[config.mk]
export PLATFORM = sky130hd
export DESIGN_NAME = otle_cell
export DESIGN_NICKNAME = d
export VERILOG_FILES = /design/src/rtl/otle_pkg.sv /design/src/rtl/otle_cell.sv
export SDC_FILE = /design/constraint.sdc
export NUM_CORES = 1
export LEC_CHECK = 0
export BUFFER_PORTS_ARGS = -buffer_cell sky130_fd_sc_hd__buf_4
export CELL_PAD_IN_SITES_DETAIL_PLACEMENT = 1
export CELL_PAD_IN_SITES_GLOBAL_PLACEMENT = 1
export CORE_UTILIZATION = 30
export DETAILED_ROUTE_END_ITERATION = 10
export PLACE_DENSITY = 0.92
export RECOVER_POWER = 50
export SETUP_SLACK_MARGIN = 0.4
export SKIP_LAST_GASP = 1
export SYNTH_ARGS = -nofsm -noshare
export SYNTH_HDL_FRONTEND = slang
export SYNTH_SLANG_ARGS = --single-unit
export TNS_END_PERCENT = 50
[constraint.sdc]
create_clock -name clk -period 5.51 [get_ports clk]
set_clock_uncertainty 0.2 [all_clocks]
set_input_delay 0.551 -clock clk [delete_from_list [all_inputs] [get_ports clk]]
set_output_delay 0.551 -clock clk [all_outputs]
set_load 0.03 [all_outputs]
[src/rtl/otle_pkg.sv]
// ----------------------------------------------------------------------------
// otle_pkg
// Shared types and constants for the ordered triple list engine.
// ----------------------------------------------------------------------------
package otle_pkg;

  localparam int DEPTH   = 64;
  localparam int ID_BITS = 16;
  localparam int IDX_W   = $clog2(DEPTH);
  localparam int CNT_W   = $clog2(DEPTH + 1);
  localparam int TYPE_W  = 3;
  localparam int STAT_W  = 2;

  localparam logic [TYPE_W-1:0] REQ_INSERT  = 3'd0;
  localparam logic [TYPE_W-1:0] REQ_DELETE  = 3'd1;
  localparam logic [TYPE_W-1:0] REQ_READ    = 3'd2;
  localparam logic [TYPE_W-1:0] REQ_SEARCH  = 3'd3;
  localparam logic [TYPE_W-1:0] REQ_REVERSE = 3'd4;

  localparam logic [STAT_W-1:0] ST_OK       = 2'd0;
  localparam logic [STAT_W-1:0] ST_FULL     = 2'd1;
  localparam logic [STAT_W-1:0] ST_BADPOS   = 2'd2;
  localparam logic [STAT_W-1:0] ST_NOTFOUND = 2'd3;

  typedef struct packed {
    logic [ID_BITS-1:0] singer;
    logic [ID_BITS-1:0] album;
    logic [ID_BITS-1:0] song;
  } entry_t;

  typedef struct packed {
    logic [TYPE_W-1:0]  req_type;
    logic [CNT_W-1:0]   position;
    logic [ID_BITS-1:0] singer_id;
    logic [ID_BITS-1:0] album_id;
    logic [ID_BITS-1:0] song_id;
  } req_t;

  typedef struct packed {
    logic [STAT_W-1:0]  status;
    logic [IDX_W-1:0]   found_index;
    logic [ID_BITS-1:0] out_singer;
    logic [ID_BITS-1:0] out_album;
    logic [ID_BITS-1:0] out_song;
    logic [CNT_W-1:0]   entry_count;
  } rsp_t;

  typedef enum logic [1:0] {
    CELL_HOLD = 2'd0,
    CELL_SHL  = 2'd1,
    CELL_SHR  = 2'd2
  } cell_mode_t;

  // SHL: cells in [lo, hi) take right neighbor, cell hi takes head.
  // SHR: cells above lo take left neighbor, cell lo takes the new entry.
  typedef struct packed {
    cell_mode_t       mode;
    logic [IDX_W-1:0] lo;
    logic [IDX_W-1:0] hi;
  } cell_ctl_t;

endpackage

[src/rtl/otle_cell.sv]
// ----------------------------------------------------------------------------
// otle_cell
// One list slot: holds one entry and moves it to or from its neighbors.
// ----------------------------------------------------------------------------
module otle_cell
  import otle_pkg::*;
(
  input  logic             clk,
  input  logic [IDX_W-1:0] idx,
  input  cell_ctl_t        ctl,
  input  entry_t           left,
  input  entry_t           right,
  input  entry_t           head,
  input  entry_t           new_entry,
  output entry_t           data
);

  entry_t data_next;

  always_comb begin
    data_next = data;
    case (ctl.mode)
      CELL_SHL: begin
        if (idx >= ctl.lo && idx < ctl.hi) begin
          data_next = right;
        end else if (idx == ctl.hi) begin
          data_next = head;
        end
      end
      CELL_SHR: begin
        if (idx > ctl.lo) begin
          data_next = left;
        end else if (idx == ctl.lo) begin
          data_next = new_entry;
        end
      end
      default: ;
    endcase
  end

  always_ff @(posedge clk) begin
    data <= data_next;
  end

endmodule

After elaboration in Yosys (flattened, before gate mapping)
Cells that the tools add are included.

Output and inout bits: 48. Register bits: 48.

Multiplexer cells: 5. Reduce and logical (&&, ||, !) cells: 3. Equality and inequality tests: 6. Order comparisons: 3.

Operators with widths (count): $mux W48 (4); $pmux W48 S2 (1); $eq A6 B6 Y1 (2); $ge A6 B6 Y1 (1); $gt A6 B6 Y1 (1); $lt A6 B6 Y1 (1); $ne A3 B3 Y1 const B (2); $reduce_and A3 Y1 (1); $eq A2 B1 Y1 const B (1); $eq A2 B2 Y1 const B (1); $reduce_bool A2 Y1 (1); $logic_and A1 B1 Y1 (1).

Depth between registers and ports, before layout
Depth after elaboration: 4. Mapped depth: 9.

Least setup slack after synthesis
OpenSTA, ideal clock, no wires.

Path kind: input-to-reg. Start: input ctl[11] (netlist bit). End: register data[0] (netlist bit) (enable). Path slack: 2.195 ns. Arrival: 2.711 ns. Stages: 8. Required time: 4.906 ns. Cell sequence: inv_1 ha_1 and4_1 o31a_1 nand2b_4 buf_6 buf_4 a21o_1.

Cells in the longest elaborated chain, start to end: 4.

RTL lines: start, declared (RTL line otle_cell.sv:10) `input cell_ctl_t ctl,`; $ge A6 B6 Y1 (RTL line otle_cell.sv:24) `if (idx >= ctl.lo && idx < ctl.hi) begin`; $logic_and A1 B1 Y1 (RTL line otle_cell.sv:24); $ne A3 B3 Y1 (no source line); $reduce_and A3 Y1 (no source line) *; end signal, assigned (RTL line otle_cell.sv:42) `data <= data_next;`; end, declared (RTL line otle_cell.sv:15) `output entry_t data`.

Mark *: on every way between the ends. The rest lies on a longest branch, timed or not. A chain may end at the register's enable or synchronous reset.

Worst setup path after layout
Start: input idx[5]. End: register data[25] (netlist bit) (enable).

Cells in the longest elaborated chain, start to end: 4.

RTL lines: start, declared (RTL line otle_cell.sv:9) `input logic [IDX_W-1:0] idx,`; $ge A6 B6 Y1 / $lt A6 B6 Y1 (equally long branches) (RTL line otle_cell.sv:24); $logic_and A1 B1 Y1 (RTL line otle_cell.sv:24); $ne A3 B3 Y1 (no source line); $reduce_and A3 Y1 (no source line) *.

Marks and branches as above.

==> results_dict.tcl <==
set metrics [dict create \
    run_status "finished, final reports clean" \
    largest_reg_flops 48 \
    drcViolationCount 0 \
    ys_types 29 \
    synth_cells 319 \
    gp_congestion 0.793 \
    end_kind "flop" \
    drt_iter0_markers 135 \
    grt_pass1_wl_um 19100 \
    tns_ns 0 \
    syn_avg_cell_area_um2 10.4 \
    rows 38 \
    dieArea_um2 11500 \
    path_clk_slew_ns 0.09 \
    cts_hold_buf 0 \
    start_kind "input port" \
    fin_hold_ws_ns 0.449 \
    antenna_found_initial 0 \
    grt_pass1_vias 3943 \
    critPathKind "input port to flop" \
    drv_cap 0 \
    multi_input_area_um2 1670 \
    finalHoldViolCount 0 \
    num-fill-cells 1260 \
    clockBufferDepth 2 \
    report.final.slew_viol_count 0 \
    start_util 0.307 \
    via_per_inst 5.23 \
    worstMarginPinSlew_ns 1.11 \
    dr.pass1.iters 6 \
    die_height_um 107 \
    fp.coreArea_um2 10800 \
    cts_tree "done" \
    drive_above_1_share 0.405 \
    syn-num-nets 544 \
    rsz0062_at_grt "no" \
    area_growth_pct 56.6 \
    grt_max_degree 97 \
    ios 261 \
    top_regs "data (48)" \
    regMostFlops "data" \
    root_buffer "clkbuf_8" \
    ctsHtreeMaxLevel 2 \
    die_w_um 107 \
    period_needed_ns 3.33 \
    routedWlPerCell_um 18.3 \
    ant_nets 0 \
    synth_seq_area_share 0.435 \
    layout_commonest_cell "buf_4" \
    critPathRequiredTime_ns 5.22 \
    max_freq_mhz 300 \
    power_density_nw_per_um2 227 \
    vias 3651 \
    setup_violations 0 \
    irDropWorstVdd_mv 0.112 \
    post_cts_buffers 0 \
    cts_made_buffers 5 \
    nets 783 \
    cts_resized 0 \
    port_buffers 260 \
    netlist_area_um2 3320 \
    grtUsageTotal 0.215 \
    critPathArrivalTime_ns 3.04 \
    slew_headroom 0.261 \
    worstHoldPathType "input port to flop" \
    grt-ovfl-total 0 \
    ys_ff_latch 48 \
    seq_area_um2 1440 \
    dpl.hpwl_um 9770 \
    crit_fanout 49 \
    final_cell_mix "214 x buf_4, 50 x clkbuf_1, 49 x nand2_1" \
    ys.warnings.count 0 \
    period_share 0.604 \
    wirelength_um 12800 \
    leakagePower_nw 2.38 \
    diodes 0 \
    clkSinkCount 48 \
]
-- logic make-up after synthesis --
| family | synth area share |
|---|---|
| fa+ha+maj | 0.0453 |
| mux | 0.145 |
| flops | 0.435 |
| simple gates | 0.0781 |
| compound gates | 0.229 |
| buf+inv | 0.0683 |
-- synthesized netlist by cell type --
library cell  instances  area, um2
clkbuf_1             14       52.6
and2_1                2       12.5
a21o_1                3       22.5
mux2i_1              48        480
o211ai_2              1       12.5
buf_4                 5       37.5
buf_2                 7       35.0
a31oi_1              48        300
a22oi_2               1       12.5
o21ai_1               2       10.0
nor2b_1               2       12.5
edfxtp_1             48       1440
clkbuf_4              1       7.51
and3b_1               1       8.76
nand2b_4              1       13.8
a22oi_1              48        360
o31a_1                1       8.76
and3_1                1       6.26
buf_6                 2       22.5
o21ai_0               1       5.00
o21a_1                1       7.51
and4_1                1       8.76
nand2_1              49        184
nand2b_1              1       6.26
buf_8                 2       30.0
a21oi_1               4       20.0
inv_1                11       41.3
ha_1                 12        150
nand4_1               1       6.26
-- worst max-delay path, stage by stage --
cell      delay [ns]
buf_4           0.12
ha_1            0.32
and4_1          0.27
o31a_1          0.23
nand2b_4        0.55
a21o_2          0.96
-- per-stage QoR --
step	cells	area (um2)	utilization	power, mW	setup WS, ns
CTS	698	5380	0.498	1.23	2.16
finish	698	5190	0.481	1.18	2.18
global route	698	5190	0.481	1.24	1.97
global placement	691	5300	0.491	1.01	1.99
detailed placement	691	5300	0.491	1.03	1.85
floorplan	319	3320	-	0.798	2.20
-- area by class of cell --
class / count / share of cell area
repair buffers: 263 / 0.345
flip-flops and latches: 48 / 0.278
multi-input cells: 229 / 0.321
clock inverters: 1 / 0.000964
well taps: 140 / 0.0337
clock buffers: 6 / 0.0140
inverters: 11 / 0.00795
-- report_power, final --
part / internal [mW] / total, mW / switching (mW) / leakage, nW
Sequential: 0.466 / 0.479 / 0.0136 / 0.447
Combinational: 0.208 / 0.503 / 0.295 / 1.89
Clock: 0.0866 / 0.198 / 0.112 / 0.0410
Total: 0.760 / 1.18 / 0.421 / 2.38
-- metal layers --
metal | vias up | share of wire | global-route usage
met3 | 24 | 0.076 | 0.0480
met2 | 192 | 0.54 | 0.426
met4 | 0 | 0.022 | 0.0695
met5 | - | 0 | 0
li1 | 1721 | - | -
met1 | 1714 | 0.37 | 0.220
-- final timing paths --
| path | startpoint | cells after the start | slack, ns | end |
|---|---|---|---|---|
| setup / recovery | idx[5] | 6 | 2.18 | data[25] |
| hold / removal | head[0] | 3 | 0.45 | data[0] |
No activity file was read; power rests on OpenSTA's default activity.
