File: config.mk
export PLATFORM = sky130hd
export DESIGN_NAME = otle_ctrl
export DESIGN_NICKNAME = d
export VERILOG_FILES = /design/src/rtl/otle_pkg.sv /design/src/rtl/otle_ctrl.sv
export SDC_FILE = /design/constraint.sdc
export NUM_CORES = 1
export LEC_CHECK = 0
export ABC_AREA = 1
export BUFFER_PORTS_ARGS = -buffer_cell sky130_fd_sc_hd__buf_2
export CORE_UTILIZATION = 54
export CTS_BUF_LIST = sky130_fd_sc_hd__clkbuf_4 sky130_fd_sc_hd__clkbuf_8
export DETAILED_ROUTE_END_ITERATION = 6
export PLACE_DENSITY = 0.82
export SLEW_MARGIN = 20
export SYNTH_ARGS = -nofsm -noshare
export SYNTH_HDL_FRONTEND = slang
export SYNTH_SLANG_ARGS = --single-unit
File: constraint.sdc
create_clock -name clk -period 7.95 [get_ports clk]
set_input_delay 0.3975 -clock clk [delete_from_list [all_inputs] [get_ports clk]]
set_output_delay 0.3975 -clock clk [all_outputs]
set_load 0.01 [all_outputs]
File: src/rtl/otle_pkg.sv
// ----------------------------------------------------------------------------
// otle_pkg
// Shared types and constants for the ordered triple list engine.
// ----------------------------------------------------------------------------
package otle_pkg;

  localparam int DEPTH   = 64;
  localparam int ID_BITS = 16;
  localparam int IDX_W   = $clog2(DEPTH);
  localparam int CNT_W   = $clog2(DEPTH + 1);
  localparam int TYPE_W  = 3;
  localparam int STAT_W  = 2;

  localparam logic [TYPE_W-1:0] REQ_INSERT  = 3'd0;
  localparam logic [TYPE_W-1:0] REQ_DELETE  = 3'd1;
  localparam logic [TYPE_W-1:0] REQ_READ    = 3'd2;
  localparam logic [TYPE_W-1:0] REQ_SEARCH  = 3'd3;
  localparam logic [TYPE_W-1:0] REQ_REVERSE = 3'd4;

  localparam logic [STAT_W-1:0] ST_OK       = 2'd0;
  localparam logic [STAT_W-1:0] ST_FULL     = 2'd1;
  localparam logic [STAT_W-1:0] ST_BADPOS   = 2'd2;
  localparam logic [STAT_W-1:0] ST_NOTFOUND = 2'd3;

  typedef struct packed {
    logic [ID_BITS-1:0] singer;
    logic [ID_BITS-1:0] album;
    logic [ID_BITS-1:0] song;
  } entry_t;

  typedef struct packed {
    logic [TYPE_W-1:0]  req_type;
    logic [CNT_W-1:0]   position;
    logic [ID_BITS-1:0] singer_id;
    logic [ID_BITS-1:0] album_id;
    logic [ID_BITS-1:0] song_id;
  } req_t;

  typedef struct packed {
    logic [STAT_W-1:0]  status;
    logic [IDX_W-1:0]   found_index;
    logic [ID_BITS-1:0] out_singer;
    logic [ID_BITS-1:0] out_album;
    logic [ID_BITS-1:0] out_song;
    logic [CNT_W-1:0]   entry_count;
  } rsp_t;

  typedef enum logic [1:0] {
    CELL_HOLD = 2'd0,
    CELL_SHL  = 2'd1,
    CELL_SHR  = 2'd2
  } cell_mode_t;

  // SHL: cells in [lo, hi) take right neighbor, cell hi takes head.
  // SHR: cells above lo take left neighbor, cell lo takes the new entry.
  typedef struct packed {
    cell_mode_t       mode;
    logic [IDX_W-1:0] lo;
    logic [IDX_W-1:0] hi;
  } cell_ctl_t;

endpackage

File: src/rtl/otle_ctrl.sv
// ----------------------------------------------------------------------------
// otle_ctrl
// Request sequencer: checks requests, steers the cell chain, builds results.
// ----------------------------------------------------------------------------
module otle_ctrl
  import otle_pkg::*;
(
  input  logic      clk,
  input  logic      rst,
  input  logic      req_valid,
  output logic      req_ready,
  input  req_t      req,
  output logic      rsp_valid,
  input  logic      rsp_ready,
  output rsp_t      rsp,
  input  entry_t    head,
  output entry_t    new_entry,
  output cell_ctl_t ctl
);

  typedef enum logic [2:0] {
    S_IDLE   = 3'b001,
    S_RUN    = 3'b010,
    S_FINISH = 3'b100
  } state_t;

  localparam logic [IDX_W-1:0] LAST = IDX_W'(DEPTH - 1);

  state_t            state, state_next;
  logic [TYPE_W-1:0] op, op_next;
  logic [CNT_W-1:0]  pos, pos_next;
  entry_t            key, key_next;
  logic [CNT_W-1:0]  count, count_next;
  logic [IDX_W-1:0]  step, step_next;
  logic [STAT_W-1:0] status_r, status_next;
  logic [IDX_W-1:0]  found_r, found_next;
  logic              found_flag, found_flag_next;
  entry_t            rd_r, rd_next;
  logic              rsp_valid_next;
  rsp_t              rsp_next;
  logic              accept;
  logic              rsp_free;

  assign req_ready = (state == S_IDLE);
  assign accept    = req_valid && req_ready;
  assign rsp_free  = !rsp_valid || rsp_ready;
  assign new_entry = key;

  always_comb begin
    state_next      = state;
    op_next         = op;
    pos_next        = pos;
    key_next        = key;
    count_next      = count;
    step_next       = step;
    status_next     = status_r;
    found_next      = found_r;
    found_flag_next = found_flag;
    rd_next         = rd_r;
    rsp_valid_next  = rsp_valid && !rsp_ready;
    rsp_next        = rsp;
    ctl.mode        = CELL_HOLD;
    ctl.lo          = '0;
    ctl.hi          = LAST;

    case (state)
      S_IDLE: begin
        if (accept) begin
          op_next         = req.req_type;
          pos_next        = req.position;
          key_next        = '{req.singer_id, req.album_id, req.song_id};
          step_next       = '0;
          found_next      = '0;
          found_flag_next = 1'b0;
          rd_next         = '0;
          status_next     = ST_OK;
          state_next      = S_RUN;
          case (req.req_type)
            REQ_INSERT: begin
              if (count == CNT_W'(DEPTH)) begin
                status_next = ST_FULL;
                state_next  = S_FINISH;
              end else if (req.position > count) begin
                status_next = ST_BADPOS;
                state_next  = S_FINISH;
              end
            end
            REQ_DELETE, REQ_READ: begin
              if (req.position >= count) begin
                status_next = ST_BADPOS;
                state_next  = S_FINISH;
              end
            end
            REQ_SEARCH: begin
              status_next = ST_NOTFOUND;
            end
            REQ_REVERSE: begin
              step_next = IDX_W'(count - CNT_W'(1));
              if (count <= CNT_W'(1)) begin
                state_next = S_FINISH;
              end
            end
            default: begin
              status_next = ST_BADPOS;
              state_next  = S_FINISH;
            end
          endcase
        end
      end
      S_RUN: begin
        case (op)
          REQ_INSERT: begin
            ctl.mode   = CELL_SHR;
            ctl.lo     = pos[IDX_W-1:0];
            count_next = count + CNT_W'(1);
            state_next = S_FINISH;
          end
          REQ_DELETE: begin
            ctl.mode   = CELL_SHL;
            ctl.lo     = pos[IDX_W-1:0];
            count_next = count - CNT_W'(1);
            state_next = S_FINISH;
          end
          REQ_READ, REQ_SEARCH: begin
            // full rotation: head holds original entry 'step'
            ctl.mode  = CELL_SHL;
            step_next = step + IDX_W'(1);
            if (op == REQ_READ && CNT_W'(step) == pos) begin
              rd_next = head;
            end
            if (op == REQ_SEARCH && !found_flag && CNT_W'(step) < count &&
                head == key) begin
              found_flag_next = 1'b1;
              found_next      = step;
              status_next     = ST_OK;
            end
            if (step == LAST) begin
              state_next = S_FINISH;
            end
          end
          REQ_REVERSE: begin
            // move head to slot 'step', shifting slots below it down
            ctl.mode  = CELL_SHL;
            ctl.hi    = step;
            step_next = step - IDX_W'(1);
            if (step == IDX_W'(1)) begin
              state_next = S_FINISH;
            end
          end
          default: begin
            state_next = S_FINISH;
          end
        endcase
      end
      S_FINISH: begin
        if (rsp_free) begin
          rsp_valid_next       = 1'b1;
          rsp_next.status      = status_r;
          rsp_next.found_index = found_r;
          rsp_next.out_singer  = rd_r.singer;
          rsp_next.out_album   = rd_r.album;
          rsp_next.out_song    = rd_r.song;
          rsp_next.entry_count = count;
          state_next           = S_IDLE;
        end
      end
      default: begin
        state_next = S_IDLE;
      end
    endcase
  end

  always_ff @(posedge clk) begin
    if (rst) begin
      state     <= S_IDLE;
      count     <= '0;
      rsp_valid <= 1'b0;
    end else begin
      state     <= state_next;
      count     <= count_next;
      rsp_valid <= rsp_valid_next;
    end
  end

  always_ff @(posedge clk) begin
    op         <= op_next;
    pos        <= pos_next;
    key        <= key_next;
    step       <= step_next;
    status_r   <= status_next;
    found_r    <= found_next;
    found_flag <= found_flag_next;
    rd_r       <= rd_next;
    rsp        <= rsp_next;
  end

  a_count_range: assert property (@(posedge clk) disable iff (rst)
    count <= CNT_W'(DEPTH))
    else $error("entry count above capacity");

  a_count_only_in_run: assert property (@(posedge clk) disable iff (rst)
    state != S_RUN |=> count == $past(count))
    else $error("entry count changed outside an update");

  a_rsp_from_finish: assert property (@(posedge clk) disable iff (rst)
    $rose(rsp_valid) |-> $past(state) == S_FINISH)
    else $error("result raised outside finish");

  a_found_in_range: assert property (@(posedge clk) disable iff (rst)
    (state == S_FINISH && op == REQ_SEARCH && status_r == ST_OK) |->
      CNT_W'(found_r) < count)
    else $error("search hit beyond used entries");

endmodule

# Yosys cells after proc, flatten, opt, wreduce, memory -nomap -nowiden
# Cells that the tools add are included.
# classes
add_sub_neg	4
magnitude_cmp	4
n_eq_ne	24
muxes	42
n_reduce_logical	25
# ops
cell	n
48-bit 2-to-1 mux	3
48-bit case mux with 2 select lines	1
48-bit == test	1
6-bit 2-to-1 mux	7
6-bit case mux with 2 select lines	3
3-bit 2-to-1 mux	8
3-bit by 2-bit == test with 1-bit output, second input constant	5
14-bit 2-to-1 mux	1
7-bit case mux with 2 select lines	1
2-bit 2-to-1 mux	6
3-bit case mux with 4 select lines	1
4-bit AND reduction	3
3-bit by 1-bit == test with 1-bit output, second input constant	3
3-bit == test, second input constant	3
3-bit case mux with 3 select lines	1
2-bit case mux with 2 select lines	2
2-bit case mux with 4 select lines	1
7-bit by 1-bit adder with 7-bit output, second input constant	1
6-bit by 7-bit == test with 1-bit output	1
7-bit == test, second input constant	1
7-bit >= comparator	1
7-bit > comparator	1
7-bit by 1-bit less-or-equal comparator with 1-bit output, second input constant	1
6-bit by 7-bit less-than comparator with 1-bit output	1
other kinds (21)	42
# word_totals
regBits	195
in_bits	110
output_inout_bits	127
elab_cells	120

# Logic depth before layout (Yosys ltp)
# Gate-level depths: netlist of run 1.
# logic_depth
word_depth	7
depth_mapped	13
depth_no_buf	13

# Worst setup path before layout of run 1
# OpenSTA, ideal clock, no wires.
# synth_timing
path_type	register to register
start	reg op[2]
end	reg rd_r[0] (netlist name) (enable)
setup_ns	0.586
arrival_time_ns	5.773
required_time_ns	7.364
path_slack_ns	1.591
stages_incl_launch_ff	6
path_buffers	0
period_less_slack_ns	6.359
cell_sequence	edfxtp_1 > nor2_1 > inv_1 > nor2_4 > nand3_1 > o41ai_1
# synth_via
elab_chain_cells	4
word_cells_on_any_way	7
classes_between	eq/ne (4); reduce/logical (3)
# synth_rtl
item	line_no	text
start, declared	otle_ctrl.sv:30	logic [TYPE_W-1:0] op, op_next;
start signal, assigned	otle_ctrl.sv:186	op <= op_next;
3-bit by 2-bit == test with 1-bit output, on equally long branches	otle_ctrl.sv:111, otle_ctrl.sv:128	
2-bit OR reduction or 1-bit logical AND (tied branches)	otle_ctrl.sv:111, otle_ctrl.sv:128	
2-bit by 1-bit != test with 1-bit output (no line) or 2-bit != test (tied branches)	-	
4-bit AND reduction (no line) (*)	-	
end signal, assigned	otle_ctrl.sv:193	rd_r <= rd_next;
end, declared	otle_ctrl.sv:38	entry_t rd_r, rd_next;
# Mark *: on every way between the ends. The rest lies on a longest branch, timed or not.
# A chain may end at the register's enable or synchronous reset.

==> impl_metrics.yaml, run 1 <==
placed_design:
  dp_hpwl_mm: 15.60
  place_congestion: 0.8699
  numPortBuffers: 236
  dp.cells: 1125
  dpl_worst_slack_ps: 5271
  place_area_um2: 9709
synthesis:
  synth_area_per_cell_um2: 11.70
  synth_cell_types: 38
  synthArstFlopShare_pct: 0
  synthesis.nets: 839
  synth_edf_count: 184
  yosys_warnings: 0
  synth.most_common_cell: "edfxtp_1"
  yosysTopAreaCell: "edfxtp_1"
  synth_common_cells: "edfxtp_1 (184), nand2_1 (113), nor2_1 (108)"
  synth_area_um2: 8308
  synth_cells: 710
  synth_flop_cell: "edfxtp_1"
  yosysSeqAreaShare_pct: 69.16
  synth_top_area_share_pct: 66.51
  synthTopCellsByArea: "edfxtp_1 (67%), nand2_1 (5.1%), nor2_1 (4.9%), inv_1 (4.8%), ha_1 (2.9%)"
  yosys_register_bits: 195
final_layout:
  utilization_pct: 68.77
  nFillCells: 1105
  multiInputGateArea_um2: 2082
  drive_above_1_share_pct: 31.11
  ff_latch_area_um2: 5746
  area_growth_pct: 22.12
  final_area_um2: 10150
  nets: 1090
  final_cells: 1161
detailed_routing:
  vias: 6206
  routed_wirelength_mm: 21.15
  firstDrtPassIters: 5
  wl_per_cell_um: 18.22
  drc: 0
  ant_nets: 0
  drt_iter0_markers: 587
  viasPerCell: 5.345
pwr:
  ir_drop_uv: 116.9
  switchingPower_mw: 0.5842
  clkPwrFrac_pct: 29.6
  power_density_nw_per_um2: 215.8
  p_int_mw: 1.605
  total_power_mw: 2.189
  pwr-share-seq_pct: 58.1
  swShare_pct: 26.68
  power_leakage_nw: 4.424
  power_frac_comb_pct: 12.3
floorplan:
  die_area_um2: 15880
  initial_core_util_pct: 56.31
  fp.dieH_um: 126.0
  dieWidth_um: 126.0
  rows: 44
  fp.coreArea_um2: 14750
  num_io_pins: 237
sta:
  fmax_mhz: 349.1
  finalSetupViolations: 0
  rsz0062_at_grt: "false"
  fin_crit_ps: 2864
  fin_crit_sh_pct: 36.03
  relSlewSlack_pct: 43.43
  hold_ws_ps: 98.66
  maxSlewViolCount: 0
  hold_violations: 0
  fin_tns_setup_ps: 0
  worst_slew_pin_slew_ps: 848.5
  finClkSkew_ps: 16.94
  fin_ws_ps: 5086
global_routing:
  grt_use_met1_pct: 32.88
  track_usage_pct: 27.58
  grt_pass1_vias: 5970
  grt_antenna_before_repair: 3
  use_met3_pct: 6.712
  gr-total-overflow: 0
  grt_first_pass_wirelength_mm: 32.17
  met2_usage_pct: 48.42
  grt_max_degree: 64
  gr-max-usage-layer: "met2"
clock_tree:
  cts_resized: 0
  cts_hold_buf: 0
  path_clk_slew_ps: 110
  post_cts_buffers: 0
  cts-root-buf: "clkbuf_8"
  cts_tree: "built"
  clock_latency_ps: 470
  cts_made_buffers: 17
  cts_sinks: 195
  clock_path_buffers: 2
  h-tree-depth: 4
worst_setup_path:
  path_cells: "inv_1 -> nand3_4 -> nor2_4 -> inv_2 -> nor2_1 -> buf_2"
  path_buf_inv: 3
  cp_top_family: "simple AND/OR/NAND/NOR gates"
  timing.critical_path.fanout_max: 63
  cp-start-kind: "register"
  cp_slowest_stage_delay_ps: 570
  cp.required_ps: 7550
  setup.worst_path.end_class: "output port"
  arrival_ps: 2470
  path_class: "register to output port"
  cp_slowest_cell: "nand3_4"
job:
  drv_cap: 0
status:
  status: "completed"
hold_path:
  worst_hold_path_type: "primary input to register"
-- state kept, by name (all words and copies together) (netlist names) --
| signal | count |
|---|---|
| found_r | 6 |
| pos | 7 |
| step | 6 |
| op | 3 |
| rsp | 63 |
| found_flag | 1 |
| state | 3 |
| rsp_valid | 1 |
| status_r | 2 |
| count | 7 |
| rd_r | 48 |
| new_entry | 48 |
-- worst reg2reg max path: stages (launching register included) --
cell	delay (ps)
dfxtp_1	330
inv_1	110
nand3_4	570
nor2_4	380
nand3_1	130
o41ai_2	200
buf_4	570
-- area by class of cell --
type	count	area share [%]
antenna	3	0.07399
clock buffer	17	2.306
clock inverter	15	1.652
inverter	118	4.415
multi-input combinational	389	20.52
sequential	195	56.63
tap	184	2.269
timing repair buffer	240	12.13
-- cell families after synthesis --
logic type                 Yosys count  synth area share (%)
buffers and inverters              126                 6.099
DFF                                195                 69.16
and+or+nand+nor                    272                 14.17
xor gates and xnor gates            18                 1.898
adders and majority gates           19                 2.861
AOI/OAI and AO/OA                   80                 5.814
-- placed cells by master (no fill, tap or decap), types with 17 or more instances in the layout --
cell	count
buf_2	236
a21oi_1	19
clkbuf_8	17
edfxtp_1	184
ha_1	19
nor2_1	107
nand3_1	23
inv_1	107
o22ai_1	18
o21ai_0	22
nand2_1	113
-- worst paths after layout --
kind | startpoint | to | slack (ps) | depth (start not counted)
worst min register to register | found_r[3] | rsp[58] | 420 | 0
worst max register to register | state[0] | rd_r[30] | 5290 | 6
worst min-delay path | req[25] | new_entry[25] | 100 | 1
worst max-delay path | state[0] | ctl[10] | 5090 | 6
-- power groups by stage --
stage | Sequential, mW | Clock [mW] | Combinational [mW]
2_1_floorplan | 1.30 | 0 | 0.133
3_3_place_gp | 1.29 | 0 | 0.261
3_5_place_dp | 1.30 | 0 | 0.264
4_1_cts | 1.27 | 0.656 | 0.267
5_1_grt | 1.28 | 0.695 | 0.297
6_report | 1.27 | 0.648 | 0.268
-- layer usage --
metal / vias to the layer above / wire, um
met1: 2914 / 7833
met4: 0 / 480
met2: 341 / 10940
met3: 37 / 1897
li1: 2914 / -
met5: - / 0
Power figures use the tool's default switching activity.
==> run 2: changes to the inputs <==
- clock period: 7.95 -> 2.85 ns (I/O delays scaled with it)
==> run 2 against run 1 <==
Against the previous run:
- clock-buffer cell count increased by 2
- total power grew to 2.8 times the previous value
- core utilization grew 5.8 points
- clock skew down 3.1 ps
- wire length rose by 13%
- non-clock buffer count grew 89
- cell count grew 7.3%
- sequential power rose to 2.8 times the previous value
- first-iteration DRC count grew 2.0%
- sequential share of layout area shrank 4.4 points
- design area rose by 8.5%
- critical path type unchanged
==> impl_metrics.yaml, run 2 (same netlist as run 1, synthesis figures left out) <==
status:
  status: "completed"
sta:
  finalSetupViolations: 0
  rsz0062_at_grt: "false"
  fmax_mhz: 433.2
  finClkSkew_ps: 13.83
  fin_crit_ps: 2309
  fin_crit_sh_pct: 81.01
  hold_ws_ps: 8.489
  worst_slew_pin_slew_ps: 888.3
  maxSlewViolCount: 0
  relSlewSlack_pct: 40.78
  hold_violations: 0
worst_setup_path:
  path_cells: "inv_1 -> nand3_4 -> buf_4 -> nor2_4 -> nand2_1 -> buf_2"
  reg2reg_from: "step[5]"
  path_class: "register to output port"
  worstRegToRegCells: 10
  reg2reg_slack_ps: 680
  arrival_ps: 2170
  path_buf_inv: 3
  cp_slowest_stage_delay_ps: 410
  cp.required_ps: 2710
  r2r_end: "status_r[1]"
  timing.critical_path.fanout_max: 36
  cp-start-kind: "register"
  cp_top_family: "buffers and inverters"
  setup.worst_path.end_class: "output port"
  cp_slowest_cell: "buf_4"
clock_tree:
  h-tree-depth: 4
  cts_made_buffers: 17
  clock_latency_ps: 480
  path_clk_slew_ps: 100
  clock_path_buffers: 2
  cts-root-buf: "clkbuf_8"
  cts_sinks: 195
  post_cts_buffers: 0
  cts_tree: "built"
  cts_resized: 0
  cts_hold_buf: 88
global_routing:
  use_met3_pct: 7.094
  track_usage_pct: 30.86
  grt_use_met1_pct: 35.44
  grt_antenna_before_repair: 0
  grt_first_pass_wirelength_mm: 35.89
  grt_max_degree: 64
  met2_usage_pct: 54.57
  gr-total-overflow: 0
  gr-max-usage-layer: "met2"
  grt_pass1_vias: 6649
final_layout:
  mostFrequentLayoutCell: "buf_2"
  regMostFlops: "rsp"
  largest_register_ffs: 63
  ff_latch_area_um2: 5746
  multiInputGateArea_um2: 2098
  nets: 1179
  area_growth_pct: 32.47
  diodes: 0
  final_area_um2: 11010
  final_cell_mix: "buf_2 (236), edfxtp_1 (184), nand2_1 (113)"
  drive_above_1_share_pct: 28.53
  nFillCells: 918
detailed_routing:
  vias: 6692
  routed_wirelength_mm: 23.80
  viasPerCell: 5.371
  drc: 0
  firstDrtPassIters: 5
  wl_per_cell_um: 19.10
  ant_nets: 0
  drt_iter0_markers: 599
floorplan:
  fp.coreArea_um2: 14750
  initial_core_util_pct: 56.31
  fp.dieH_um: 126.0
  num_io_pins: 237
  dieWidth_um: 126.0
  die_area_um2: 15880
  rows: 44
pwr:
  power_leakage_nw: 4.787
  ir_drop_uv: 525.0
  power_density_nw_per_um2: 555.7
placed_design:
  place_congestion: 0.9185
  place_area_um2: 9758
  dp_hpwl_mm: 15.81
  numPortBuffers: 236
hold_path:
  worst_hold_path_type: "primary input to register"
  hold_depth: 3
  min_to: "rd_r[15]"
  min-delay-start: "head[15]"
job:
  drv_cap: 0
==> run 2: cell types whose count changed in the layout (fill, tap and decap cells not counted), sizes merged <==
cell,previous run,this run
dlygate4sd3,0,89
inv,124,120
diode,3,0
clkbuf,17,19
clkinv,6,8
bufinv,2,1
==> run 2: worst register-to-register path: cells and delay by family (launching register included) <==
| family | cells | cell delay (ps) |
|---|---|---|
| AO/OA/AOI/OAI | 1 | 110 |
| adder cells (fa/ha/maj) | 1 | 240 |
| flip-flops | 1 | 530 |
| AND/OR/NAND/NOR | 8 | 970 |
==> run 2: final cells by class <==
cell class              instances  area share (%)
repair buffers                329           19.33
well taps                     184           2.092
flip-flops and latches        195           52.21
clock inverters                12          0.9777
inverters                     118           4.070
clock buffers                  19           2.262
multi-input cells             389           19.07
==> run 2: per-stage QoR <==
step	util, %	TNS (ps)	cells	power [mW]	worst slack, ps
floorplan	-	-5127	710	4.004	-106.8
global placement	66.14	0	1126	4.349	753.3
detailed placement	66.14	0	1126	4.368	727.7
CTS	74.53	0	1245	6.087	540.5
global route	74.59	0	1246	6.336	404.7
finish	74.59	0	1246	6.116	541.3
==> run 2: layer usage <==
metal | part of all wire [%] | vias to the layer above
li1 | - | 3074
met1 | 36 | 3177
met2 | 51 | 370
met3 | 8.5 | 71
met4 | 4.0 | 0
met5 | 0 | -
==> run 2: worst max-delay path by stage <==
stage,start,end,slack (ps),cells past startpoint
after floorplan,step[3],rd_r[0],-110,5
after global placement,step[5],found_flag,750,10
after global routing,state[0],ctl[3],400,6
after detailed placement,step[5],found_r[5],730,10
after CTS,state[0],ctl[3],540,6
final,state[0],ctl[3],540,6
==> run 2: power breakdown <==
part	switching, mW	internal, mW
combinational	0.536	0.343
clock	0.977	0.710
sequential	0.134	3.42
